==> src/hdl/cll_pkg.sv <==
// ----------------------------------------------------------------------------
// Command-line lexer package
// Shared types and constants for the lexer: parse modes, result kinds,
// line status codes, the lexer state record and the result record.
// ----------------------------------------------------------------------------
package cll_pkg;

   // Characters of interest.
   localparam logic [7:0] CHAR_QUOTE   = 8'h22;
   localparam logic [7:0] CHAR_GT      = 8'h3E;
   localparam logic [7:0] CHAR_LT      = 8'h3C;
   localparam logic [7:0] CHAR_AMP     = 8'h26;
   localparam logic [7:0] CHAR_NEWLINE = 8'h0A;
   localparam logic [7:0] CHAR_SPACE   = 8'h20;

   typedef enum logic [2:0] {
      MODE_NORMAL   = 3'd0,
      MODE_AFTER_GT = 3'd1,
      MODE_SKIP_OUT = 3'd2,
      MODE_SKIP_APP = 3'd3,
      MODE_SKIP_IN  = 3'd4,
      MODE_BODY_OUT = 3'd5,
      MODE_BODY_APP = 3'd6,
      MODE_BODY_IN  = 3'd7
   } mode_type;

   typedef enum logic [2:0] {
      KIND_ARG_CHAR    = 3'd0,
      KIND_OUT_CHAR    = 3'd1,
      KIND_APPEND_CHAR = 3'd2,
      KIND_IN_CHAR     = 3'd3,
      KIND_WORD_END    = 3'd4,
      KIND_LINE_END    = 3'd5
   } kind_type;

   typedef enum logic [2:0] {
      STATUS_RUN         = 3'd0,
      STATUS_EMPTY       = 3'd1,
      STATUS_BAD_AMP     = 3'd2,
      STATUS_UNBALANCED  = 3'd3,
      STATUS_MANY_OUTS   = 3'd4,
      STATUS_MANY_INS    = 3'd5,
      STATUS_INPUT_ENDED = 3'd6
   } status_type;

   typedef struct packed {
      mode_type   mode;
      logic       quote_odd;
      logic       word_nonempty;
      logic [1:0] amp_level;
      logic [1:0] out_count;
      logic [1:0] append_count;
      logic [1:0] in_count;
      logic       any_word_seen;
      logic       last_was_name_add;
   } state_type;

   typedef struct packed {
      logic       valid;
      kind_type   kind;
      logic [7:0] char_value;
      status_type status;
      logic       run_background;
      logic       has_out_file;
      logic       has_append_file;
      logic       has_in_file;
   } result_type;

   localparam state_type STATE_RESET = '{
      mode:              MODE_NORMAL,
      quote_odd:         1'b0,
      word_nonempty:     1'b0,
      amp_level:         2'd0,
      out_count:         2'd0,
      append_count:      2'd0,
      in_count:          2'd0,
      any_word_seen:     1'b0,
      last_was_name_add: 1'b0
   };

   // Counter that stops at two.
   function automatic logic [1:0] sat_inc(input logic [1:0] v);
      sat_inc = (v >= 2'd2) ? 2'd2 : v + 2'd1;
   endfunction

endpackage

==> src/hdl/command_line_lexer.sv <==
// ----------------------------------------------------------------------------
// Command-line lexer
// Splits a stream of command-line characters into argument characters,
// redirection file name characters, word ends and line ends with status.
// ----------------------------------------------------------------------------
//
//   Channel | Direction | Handshake           | Payload
//   --------+-----------+---------------------+---------------------------------
//   req_    | in        | req_valid/req_stall | in_char, end_of_input
//   rsp_    | out       | rsp_valid/rsp_stall | out_kind, char_value, line_status,
//           |           |                     | four line-end flags
//
// Each accepted item passes through an input register, then the step logic
// and the lexer state update into the result register. One item is taken
// every cycle while the result side does not stall. Items that cause no
// result simply advance the state. Reset is synchronous and clears the
// lexer state and both valid flags. A stall on the result side holds the
// result register and, through the input register, stalls the request
// side in the same cycle.
// ----------------------------------------------------------------------------
module command_line_lexer (
   input  logic       clock,
   input  logic       reset,
   input  logic       req_valid,
   output logic       req_stall,
   input  logic [7:0] req_in_char,
   input  logic       req_end_of_input,
   output logic       rsp_valid,
   input  logic       rsp_stall,
   output logic [2:0] rsp_out_kind,
   output logic [7:0] rsp_char_value,
   output logic [2:0] rsp_line_status,
   output logic       rsp_run_background,
   output logic       rsp_has_out_file,
   output logic       rsp_has_append_file,
   output logic       rsp_has_in_file
);

   // Input register: holds one item ahead of the step logic.
   logic       in_valid_ff, in_valid_in;
   logic [7:0] in_char_ff, in_char_in;
   logic       in_eoi_ff, in_eoi_in;

   // Lexer state and the result register.
   cll_pkg::state_type  state_ff, state_in;
   cll_pkg::result_type rsp_ff, rsp_in;

   cll_pkg::state_type  step_state;
   cll_pkg::result_type step_result;

   logic advance;
   logic req_take;
   logic rsp_take;

   cll_step u_step (
      .cur_state    (state_ff),
      .in_char      (in_char_ff),
      .end_of_input (in_eoi_ff),
      .next_state   (step_state),
      .result       (step_result)
   );

   // The held item moves on when the result register is empty or is being
   // emptied in this cycle.
   assign rsp_take = rsp_ff.valid && !rsp_stall;
   assign advance  = in_valid_ff && (!rsp_ff.valid || !rsp_stall);
   assign req_stall = in_valid_ff && !advance;
   assign req_take  = req_valid && !req_stall;

   always_comb begin
      in_valid_in = in_valid_ff;
      in_char_in  = in_char_ff;
      in_eoi_in   = in_eoi_ff;
      state_in    = state_ff;
      rsp_in      = rsp_ff;

      if (advance) begin
         in_valid_in = 1'b0;
         state_in    = step_state;
         rsp_in      = step_result;
      end else if (rsp_take) begin
         rsp_in.valid = 1'b0;
      end

      if (req_take) begin
         in_valid_in = 1'b1;
         in_char_in  = req_in_char;
         in_eoi_in   = req_end_of_input;
      end
   end

   always_ff @(posedge clock) begin
      if (reset) begin
         in_valid_ff  <= 1'b0;
         state_ff     <= cll_pkg::STATE_RESET;
         rsp_ff.valid <= 1'b0;
      end else begin
         in_valid_ff  <= in_valid_in;
         state_ff     <= state_in;
         rsp_ff.valid <= rsp_in.valid;
      end
      in_char_ff             <= in_char_in;
      in_eoi_ff              <= in_eoi_in;
      rsp_ff.kind            <= rsp_in.kind;
      rsp_ff.char_value      <= rsp_in.char_value;
      rsp_ff.status          <= rsp_in.status;
      rsp_ff.run_background  <= rsp_in.run_background;
      rsp_ff.has_out_file    <= rsp_in.has_out_file;
      rsp_ff.has_append_file <= rsp_in.has_append_file;
      rsp_ff.has_in_file     <= rsp_in.has_in_file;
   end

   assign rsp_valid           = rsp_ff.valid;
   assign rsp_out_kind        = 3'(rsp_ff.kind);
   assign rsp_char_value      = rsp_ff.char_value;
   assign rsp_line_status     = 3'(rsp_ff.status);
   assign rsp_run_background  = rsp_ff.run_background;
   assign rsp_has_out_file    = rsp_ff.has_out_file;
   assign rsp_has_append_file = rsp_ff.has_append_file;
   assign rsp_has_in_file     = rsp_ff.has_in_file;

   // The request side is only ever stalled by an item already held.
   assert property (@(posedge clock) disable iff (reset) req_stall |-> in_valid_ff)
      else $error("request stalled with an empty input register");

   // A line end just produced leaves the lexer state back at reset.
   assert property (@(posedge clock) disable iff (reset)
      ($past(advance && !reset) && rsp_ff.valid && rsp_ff.kind == cll_pkg::KIND_LINE_END)
         |-> (state_ff == cll_pkg::STATE_RESET))
      else $error("line end did not return the lexer to its reset state");

   // An output name character just produced leaves the lexer in the name body.
   assert property (@(posedge clock) disable iff (reset)
      ($past(advance && !reset) && rsp_ff.valid && rsp_ff.kind == cll_pkg::KIND_OUT_CHAR)
         |-> (state_ff.mode == cll_pkg::MODE_BODY_OUT))
      else $error("output name character outside an output name");

   // Line status and flags are zero on every item other than a line end.
   assert property (@(posedge clock) disable iff (reset)
      (rsp_ff.valid && rsp_ff.kind != cll_pkg::KIND_LINE_END)
         |-> (rsp_ff.status == cll_pkg::STATUS_RUN && !rsp_ff.run_background &&
              !rsp_ff.has_out_file && !rsp_ff.has_append_file && !rsp_ff.has_in_file))
      else $error("line-end fields set on an item that is not a line end");

endmodule

==> src/hdl/cll_step.sv <==
// ----------------------------------------------------------------------------
// Command-line lexer step logic
// Combinational decision for one character: next lexer state and the
// result item, if any, that the character causes.
// ----------------------------------------------------------------------------
module cll_step (
   input  cll_pkg::state_type  cur_state,
   input  logic [7:0]          in_char,
   input  logic                end_of_input,
   output cll_pkg::state_type  next_state,
   output cll_pkg::result_type result
);

   always_comb begin
      cll_pkg::state_type s;
      cll_pkg::result_type r;
      logic done;
      logic nl;
      logic sp;

      s    = cur_state;
      r    = '0;
      done = 1'b0;
      nl   = !end_of_input && (in_char == cll_pkg::CHAR_NEWLINE);
      sp   = !end_of_input && (in_char == cll_pkg::CHAR_SPACE);

      // A single '>' waits one character to see whether it is '>>'.
      if (s.mode == cll_pkg::MODE_AFTER_GT) begin
         if (!end_of_input && in_char == cll_pkg::CHAR_GT) begin
            s.append_count = cll_pkg::sat_inc(s.append_count);
            s.mode         = cll_pkg::MODE_SKIP_APP;
            done           = 1'b1;
         end else begin
            s.out_count = cll_pkg::sat_inc(s.out_count);
            s.mode      = cll_pkg::MODE_SKIP_OUT;
         end
      end

      if (!done) begin
         unique case (s.mode)
            cll_pkg::MODE_SKIP_OUT, cll_pkg::MODE_SKIP_APP, cll_pkg::MODE_SKIP_IN: begin
               if (sp || (!end_of_input && (in_char == cll_pkg::CHAR_GT ||
                                            in_char == cll_pkg::CHAR_LT))) begin
                  done = 1'b1;
               end else if (end_of_input || nl) begin
                  s.mode = cll_pkg::MODE_NORMAL;
               end else begin
                  r.valid      = 1'b1;
                  r.char_value = in_char;
                  unique case (s.mode)
                     cll_pkg::MODE_SKIP_OUT: begin
                        r.kind = cll_pkg::KIND_OUT_CHAR;
                        s.mode = cll_pkg::MODE_BODY_OUT;
                     end
                     cll_pkg::MODE_SKIP_APP: begin
                        r.kind = cll_pkg::KIND_APPEND_CHAR;
                        s.mode = cll_pkg::MODE_BODY_APP;
                     end
                     default: begin
                        r.kind = cll_pkg::KIND_IN_CHAR;
                        s.mode = cll_pkg::MODE_BODY_IN;
                     end
                  endcase
                  s.last_was_name_add = 1'b1;
                  done                = 1'b1;
               end
            end
            cll_pkg::MODE_BODY_OUT, cll_pkg::MODE_BODY_APP, cll_pkg::MODE_BODY_IN: begin
               if (s.last_was_name_add && !end_of_input && in_char == cll_pkg::CHAR_AMP) begin
                  s.amp_level         = 2'd1;
                  s.last_was_name_add = 1'b0;
                  done                = 1'b1;
               end else if (end_of_input || nl || sp) begin
                  s.mode              = cll_pkg::MODE_NORMAL;
                  s.last_was_name_add = 1'b0;
               end else begin
                  r.valid      = 1'b1;
                  r.char_value = in_char;
                  unique case (s.mode)
                     cll_pkg::MODE_BODY_OUT: r.kind = cll_pkg::KIND_OUT_CHAR;
                     cll_pkg::MODE_BODY_APP: r.kind = cll_pkg::KIND_APPEND_CHAR;
                     default:                r.kind = cll_pkg::KIND_IN_CHAR;
                  endcase
                  s.last_was_name_add = 1'b1;
                  done                = 1'b1;
               end
            end
            default: begin
            end
         endcase
      end

      // Normal mode, also reached when a name or skip ends on this character.
      if (!done) begin
         priority if (end_of_input || nl) begin
            r.valid = 1'b1;
            r.kind  = cll_pkg::KIND_LINE_END;
            priority if (s.amp_level > 2'd1) begin
               r.status = cll_pkg::STATUS_BAD_AMP;
            end else if (s.quote_odd) begin
               r.status = cll_pkg::STATUS_UNBALANCED;
            end else if (s.out_count > 2'd1 || s.append_count > 2'd1) begin
               r.status = cll_pkg::STATUS_MANY_OUTS;
            end else if (s.in_count > 2'd1) begin
               r.status = cll_pkg::STATUS_MANY_INS;
            end else if (end_of_input) begin
               r.status = cll_pkg::STATUS_INPUT_ENDED;
            end else if (s.any_word_seen || s.word_nonempty) begin
               r.status = cll_pkg::STATUS_RUN;
            end else begin
               r.status = cll_pkg::STATUS_EMPTY;
            end
            r.run_background  = (s.amp_level == 2'd1);
            r.has_out_file    = (s.out_count == 2'd1);
            r.has_append_file = (s.append_count == 2'd1);
            r.has_in_file     = (s.in_count == 2'd1);
            s = cll_pkg::STATE_RESET;
         end else if (sp && !s.quote_odd) begin
            if (s.word_nonempty) begin
               r.valid         = 1'b1;
               r.kind          = cll_pkg::KIND_WORD_END;
               s.word_nonempty = 1'b0;
               s.any_word_seen = 1'b1;
            end
         end else if (in_char == cll_pkg::CHAR_QUOTE) begin
            s.quote_odd = !s.quote_odd;
         end else if (in_char == cll_pkg::CHAR_GT) begin
            s.mode = cll_pkg::MODE_AFTER_GT;
         end else if (in_char == cll_pkg::CHAR_LT) begin
            s.in_count = cll_pkg::sat_inc(s.in_count);
            s.mode     = cll_pkg::MODE_SKIP_IN;
         end else if (in_char == cll_pkg::CHAR_AMP) begin
            s.amp_level = cll_pkg::sat_inc(s.amp_level);
         end else begin
            if (s.amp_level > 2'd0) begin
               s.amp_level = 2'd2;
            end
            s.word_nonempty = 1'b1;
            r.valid         = 1'b1;
            r.kind          = cll_pkg::KIND_ARG_CHAR;
            r.char_value    = in_char;
         end
      end

      next_state = s;
      result     = r;
   end

endmodule
==> config.mk <==
export PLATFORM = sky130hd
export DESIGN_NAME = command_line_lexer
export DESIGN_NICKNAME = d
export VERILOG_FILES = /design/src/hdl/cll_pkg.sv /design/src/hdl/command_line_lexer.sv /design/src/hdl/cll_step.sv
export SDC_FILE = /design/constraint.sdc
export NUM_CORES = 1
export LEC_CHECK = 0
export BUFFER_PORTS_ARGS = -buffer_cell sky130_fd_sc_hd__buf_2
export CAP_MARGIN = 15
export CELL_PAD_IN_SITES_DETAIL_PLACEMENT = 1
export CELL_PAD_IN_SITES_GLOBAL_PLACEMENT = 1
export CORE_MARGIN = 2
export CORE_UTILIZATION = 47
export DETAILED_ROUTE_END_ITERATION = 12
export PLACE_DENSITY = 0.89
export SLEW_MARGIN = 20
export SYNTH_ARGS = -nofsm -noshare
export SYNTH_HDL_FRONTEND = slang
export SYNTH_SLANG_ARGS = --single-unit
==> constraint.sdc <==
create_clock -name clock -period 4.7 [get_ports clock]
set_input_delay 0.235 -clock clock [delete_from_list [all_inputs] [get_ports clock]]
set_output_delay 0.235 -clock clock [all_outputs]
set_load 0.03 [all_outputs]
==> flow_summary_export.csv, run 1 <==
group,metric,value,unit
power,comb_power_share,13.4,%
timing,fmax,357,MHz
timing,rsz0062_at_grt,"false",
outcome,status,"completed",
detailed_routing,wl_per_cell,19.4,um
place,dp_hpwl,4.46,mm
clock_tree,h-tree-depth,2,
setup_path,start_kind,"flop",
clock_tree,postCtsHoldBufs,0,
detailed_routing,via_per_inst,6.29,
power,seq_power_share,54.4,%
timing,slew_headroom,43.9,%
detailed_routing,drt_drc_violations_left,0,
yosys,synth_top_cells_by_area,"edfxtp_1, dfxtp_1, nor2_1",
power,clkPwrFrac,32.1,%
clock_tree,postCtsSetupRepairBufs,0,
clock_tree,numClockSinks,44,
yosys,yosysMostFrequentCell,"edfxtp_1",
yosys,yosys_warnings,0,
setup_path,reg2regPathDepth,5,
setup_path,arrival,2850,ps
yosys,async_reset_ff_share,0,%
detailed_routing,first_iter_violations,186,
yosys,synth_largest_area_cell,"edfxtp_1",
floorplan,initial_core_util,49.2,%
place,place.gp.congestion,0.948,
power,p_per_area,312,nW/um^2
yosys,synth_edf_count,27,
clock_tree,cts_buffer_depth,2,
power,power.switching,0.000223,W
grt,antenna_found_initial,0,
yosys,netlist_instances,240,
timing,finalSetupViolCount,0,
setup_path,cp.required,4750,ps
timing,drv_slew,0,
yosys,ys.flop_type,"edfxtp_1",
power,intPower,0.000600,W
detailed_routing,first_pass_iters,5,
yosys,synth_common_cells,"edfxtp_1, nor2_1, dfxtp_1, nand2_1, a21oi_1",
worst_hold_path,min_to,"in_char_ff[1]$_DFFE_PP_",
timing,min_period,2800,ps
grt,grt_pass1_vias,2108,
detailed_routing,vias,2094,
yosys,yosys.cell_types.count,63,
timing,hold_viol,0,
cells_and_area,layout.nets,278,
setup_path,reg2reg_to,"rsp_char_value[7]$_DFFE_PP_",
yosys,synth_seq_cells,44,
floorplan,coreArea,4790,um^2
clock_tree,cts_tree,"yes",
yosys,syn-num-nets,253,
setup_path,cp-end-kind,"flop",
power,p_leak,0.928,nW
worst_hold_path,holdPathStages,1,
worst_hold_path,hold_class,"primary input to flop",
grt,grt_usage,25.3,%
floorplan,rows,25,
setup_path,r2r_start,"in_char_ff[3]$_DFFE_PP_",
grt,grt_pass1_wl,10.6,mm
detailed_routing,wirelength,6.45,mm
cells_and_area,antennaDiodeCount,0,
grt,grt.overflow.total,0,
clock_tree,cts-resized-gates,0,
clock_tree,clk_pin_slew_worst_paths,80,ps
timing,finalCritPeriodShare,59.6,%
setup_path,worstSetupPathType,"flop to flop",
yosys,netlist_area,2350,um^2
detailed_routing,ant_nets,0,
yosys,yosysTopAreaCellShare,34.4,%
floorplan,dieArea,5590,um^2
cells_and_area,area_growth,12.1,%
cells_and_area,drive_gt1_share,18.8,%
clock_tree,clk_latency,300,ps
timing,worst_slew_pin_slew,833,ps
power,power,0.000823,W
floorplan,die_w,74.8,um
place,portBuffers,32,
setup_path,path_max_fanout,12,
timing,fin_skew,10.2,ps
clock_tree,cts_buffers,5,
power,switching_share,27.1,%
job,maxCapViolCount,0,
setup_path,r2r_slack,1900,ps
grt,grt_max_degree,35,
timing,tns,0,ps
floorplan,die_h,74.8,um
clock_tree,cts_root_buf,"clkbuf_8",
yosys,seq_area_frac_synth,48.9,%
worst_hold_path,worstHoldStart,"req_in_char[1]",
power,ir_drop,0.197,mV
floorplan,ios,33,
yosys,synth_area_per_cell,9.81,um^2
==> registers in the layout, summed over array words and instances, names as in the netlist <==
name and cells:
rsp_has_in_file 1, rsp_line_status 3, rsp_out_kind 3, in_eoi_ff 1
rsp_has_out_file 1, in_char_ff 8, state_ff 15, rsp_has_append_file 1
in_valid_ff 1, rsp_char_value 8, rsp_valid 1, rsp_run_background 1
==> worst max-delay path, stage by stage, from the launching register on <==
cell and delay (ps):
edfxtp_1 560, or3b_1 500, a2111oi_2 780, nor3_1 220, o2bb2ai_1 200, o31a_1 310
==> placed cells by master (no fill, tap or decap), types with 6 or more instances in the layout <==
master / count
a21oi_1: 12
nand2_1: 17
nand3_1: 8
nor2b_1: 7
a31oi_1: 6
o21ai_0: 8
edfxtp_1: 27
buf_2: 32
nor2_1: 20
nor3_1: 11
dfxtp_1: 17
==> cell families (layout without fill, tap and decap cells) <==
| logic type | count (synthesis) | after routing | share of synthesized area (%) |
|---|---|---|---|
| compound gates | 76 | 76 | 23.2 |
| buf+inv | 19 | 45 | 3.61 |
| simple gates | 97 | 97 | 22.7 |
| xor+xnor | 3 | 3 | 1.12 |
| flops | 44 | 44 | 48.9 |
| mux | 1 | 1 | 0.425 |
==> routing by layer <==
layer | wire, um | up-vias | global-route usage [%]
met5 | 0 | - | 0
met3 | 368 | 12 | 5.09
met4 | 122 | 0 | 9.13
li1 | - | 983 | -
met1 | 2890 | 1027 | 34.2
met2 | 3060 | 72 | 40.5
==> power by group through the flow <==
stage                logic, W  registers [W]  clock network (W)
finish               0.000110       0.000448           0.000264
global route         0.000120       0.000451           0.000281
CTS                  0.000109       0.000447           0.000268
detailed placement   0.000108       0.000456                  0
floorplan           0.0000706       0.000461                  0
global placement     0.000106       0.000455                  0
==> metrics by stage <==
step	utilization, %	instance area (um^2)	hold slack, ps	setup WS [ps]	std cells
after floorplan	-	2350	334	2580	240
after global placement	53.0	2540	412	2040	325
after detailed placement	53.0	2540	414	2090	325
after CTS	55.1	2640	111	1960	333
after global routing	55.1	2640	106	1820	333
final	55.1	2640	118	1900	333
==> worst max path at each step <==
stage                                  startpoint                               end  slack, ps  cells past startpoint
after CTS                 in_char_ff[3]$_DFFE_PP_       rsp_char_value[7]$_DFFE_PP_       1960                      5
final                     in_char_ff[3]$_DFFE_PP_       rsp_char_value[7]$_DFFE_PP_       1900                      5
after global placement    in_char_ff[3]$_DFFE_PP_       rsp_char_value[7]$_DFFE_PP_       2040                      5
after floorplan           in_char_ff[0]$_DFFE_PP_  rsp_line_status[1]$_SDFFCE_PP0P_       2580                      6
after detailed placement  in_char_ff[3]$_DFFE_PP_       rsp_char_value[7]$_DFFE_PP_       2090                      5
after global routing      in_char_ff[3]$_DFFE_PP_       rsp_char_value[7]$_DFFE_PP_       1820                      5
==> cell type report <==
cell class | count | area [um^2]
fill | 558 | 2150
sequential | 44 | 1150
multi-input combinational | 177 | 1120
timing repair buffer | 33 | 168
clock buffer | 7 | 97.6
tap | 67 | 83.8
inverter | 4 | 15.0
clock inverter | 1 | 5.00
(Power assumes the default switching activity.)
==> run 2, diff against run 1 <==
--- a/config.mk
+++ b/config.mk
@@ -10,9 +10,9 @@
 export CELL_PAD_IN_SITES_DETAIL_PLACEMENT = 1
 export CELL_PAD_IN_SITES_GLOBAL_PLACEMENT = 1
 export CORE_MARGIN = 2
-export CORE_UTILIZATION = 47
+export CORE_UTILIZATION = 40
 export DETAILED_ROUTE_END_ITERATION = 12
-export PLACE_DENSITY = 0.89
+export PLACE_DENSITY = 0.81
 export SLEW_MARGIN = 20
 export SYNTH_ARGS = -nofsm -noshare
 export SYNTH_HDL_FRONTEND = slang
==> constraint.sdc (replaced) <==
create_clock -name clock -period 2.41 [get_ports clock]
set_input_delay 0.1205 -clock clock [delete_from_list [all_inputs] [get_ports clock]]
set_output_delay 0.1205 -clock clock [all_outputs]
set_load 0.03 [all_outputs]
==> run 2 against run 1 <==
- via count increased by 9.6%
- non-clock buffer count increased by 31
- die area increased by 17%
- cell area increased by 10%
- flip-flop and latch count unchanged
- worst setup slack got worse by 1800 ps
- clock skew decreased by 2.1 ps
- largest cell class unchanged
- highest routed layer unchanged
==> flow_summary_export.csv, run 2 (synthesized netlist as in run 1, its figures left out) <==
group,metric,value,unit
outcome,status,"completed",
cells_and_area,drive_gt1_share,24.6,%
cells_and_area,antennaDiodeCount,0,
clock_tree,cts_buffers,5,
clock_tree,postCtsSetupRepairBufs,0,
cells_and_area,multi_input_area,1120,um^2
place,dpl-instance-area,2710,um^2
grt,grt_usage,24.5,%
setup_path,max_stage_delay,460,ps
power,power.switching,0.000485,W
grt,grt.overflow.total,0,
floorplan,initial_core_util,42.0,%
timing,slew_headroom,47.0,%
floorplan,die_w,80.7,um
cells_and_area,regMostFlops,"state_ff",
clock_tree,cts_tree,"yes",
detailed_routing,ant_nets,0,
setup_path,slowest_stage,"edfxtp_1",
grt,grt_pass1_vias,2309,
power,switching_share,28.0,%
power,clkPwrFrac,34.4,%
clock_tree,clk_latency,310,ps
clock_tree,clk_pin_slew_worst_paths,90,ps
cells_and_area,largest_reg_flops,15,
timing,hold_viol,0,
timing,tns,0,ps
place,dp_hpwl,5.27,mm
timing,drv_slew,0,
clock_tree,h-tree-depth,2,
cells_and_area,layout_common_cells,"buf_2, edfxtp_1, buf_4, nor2_1",
timing,min_period,2310,ps
setup_path,path_max_fanout,8,
job,maxCapViolCount,0,
power,ir_drop,0.239,mV
timing,worst_slew_pin_slew,794,ps
timing,fmax,433,MHz
detailed_routing,vias,2296,
detailed_routing,wl_per_cell,20.2,um
floorplan,ios,33,
timing,rsz0062_at_grt,"true",
detailed_routing,wirelength,7.45,mm
grt,grt_pass1_wl,12.0,mm
floorplan,die_h,80.7,um
timing,finalSetupViolCount,0,
cells_and_area,design_area,2910,um^2
setup_path,cp-end-kind,"flop",
timing,fin_skew,8.14,ps
place,portBuffers,32,
setup_path,cp.required,2480,ps
detailed_routing,via_per_inst,6.22,
grt,grt_max_degree,19,
setup_path,cp_common_cell,"buf_4",
cells_and_area,layout.nets,309,
cells_and_area,seq_area,1150,um^2
setup_path,worstPathCellList,"buf_4 > nand3b_1 > a2111oi_2 > buf_4 > nor3_1 > o2bb2ai_1 > o31a_1",
power,comb_power_share,16.5,%
setup_path,arrival,2380,ps
grt,antenna_found_initial,0,
power,p_per_area,595,nW/um^2
timing,whs,37.3,ps
floorplan,rows,27,
worst_hold_path,hold_class,"primary input to flop",
clock_tree,numClockSinks,44,
clock_tree,cts_buffer_depth,2,
floorplan,dieArea,6520,um^2
clock_tree,cts_root_buf,"clkbuf_8",
cells_and_area,final_common_cell,"buf_2",
setup_path,start_kind,"flop",
power,intPower,0.00125,W
detailed_routing,first_pass_iters,5,
detailed_routing,first_iter_violations,182,
place,place.gp.congestion,0.898,
power,seq_power_share,49.2,%
setup_path,worstSetupPathType,"flop to flop",
detailed_routing,drt_drc_violations_left,0,
timing,finalCritPeriodShare,95.9,%
power,p_leak,1.08,nW
floorplan,coreArea,5610,um^2
cells_and_area,area_growth,23.8,%
cells_and_area,fillCellCount,678,
==> run 2: final timing paths <==
| path | start | to | slack (ps) | cells past startpoint |
|---|---|---|---|---|
| hold / removal | req_valid | in_valid_ff$_SDFFE_PP0P_ | 40 | 3 |
| hold reg to reg | state_ff[2]$_SDFFE_PP0P_ | state_ff[3]$_SDFFE_PP0P_ | 520 | 2 |
| setup reg to reg | in_char_ff[5]$_DFFE_PP_ | rsp_char_value[7]$_DFFE_PP_ | 100 | 7 |
| setup / recovery | in_char_ff[5]$_DFFE_PP_ | rsp_char_value[7]$_DFFE_PP_ | 100 | 7 |
==> run 2: stage by stage <==
stage | total power (W) | utilization (%) | setup slack, ps | std cells
final | 0.00173 | 52.0 | 98.4 | 369
after global routing | 0.00179 | 52.0 | -14.7 | 369
after detailed placement | 0.00114 | 48.3 | 174 | 352
after floorplan | 0.00104 | - | 292 | 240
after CTS | 0.00173 | 51.9 | 150 | 369
after global placement | 0.00113 | 48.3 | 198 | 352
==> run 2: what timing repair did <==
| action | CTS | global route |
|---|---|---|
| hold buffers | 9 | 0 |
| resized for setup | 0 | 1 |
| endpoints found under the hold margin | 9 | 0 |
| endpoints found under the setup margin | 0 | 2 |
==> run 2: power by group through the flow <==
stage,Clock [W],Sequential (W),Combinational (W)
after detailed placement,0,0.000870,0.000268
final,0.000596,0.000853,0.000285
after CTS,0.000600,0.000853,0.000281
after floorplan,0,0.000899,0.000138
after global routing,0.000628,0.000857,0.000307
after global placement,0,0.000868,0.000258
==> run 2: layout make-up <==
class / instances / area share, %
Tap cell: 72 / 3.09
Clock inverter: 3 / 1.59
Timing Repair Buffer: 64 / 14.5
Sequential cell: 44 / 39.5
Clock buffer: 5 / 2.36
Inverter: 4 / 0.515
Multi-Input combinational cell: 177 / 38.4
==> run 2: worst max-delay path, delay by kind of cell, from the launching register on <==
kind / cells / cell delay, ps
AO/OA/AOI/OAI: 3 / 840
flip-flops: 1 / 460
buffers and inverters: 2 / 400
AND/OR/NAND/NOR: 2 / 370
==> run 2: layer usage <==
metal,part of all wire (%),GRT usage [%]
met2,50,42.7
met3,6.1,5.51
met5,0,0
met4,2.0,8.64
met1,42,29.7
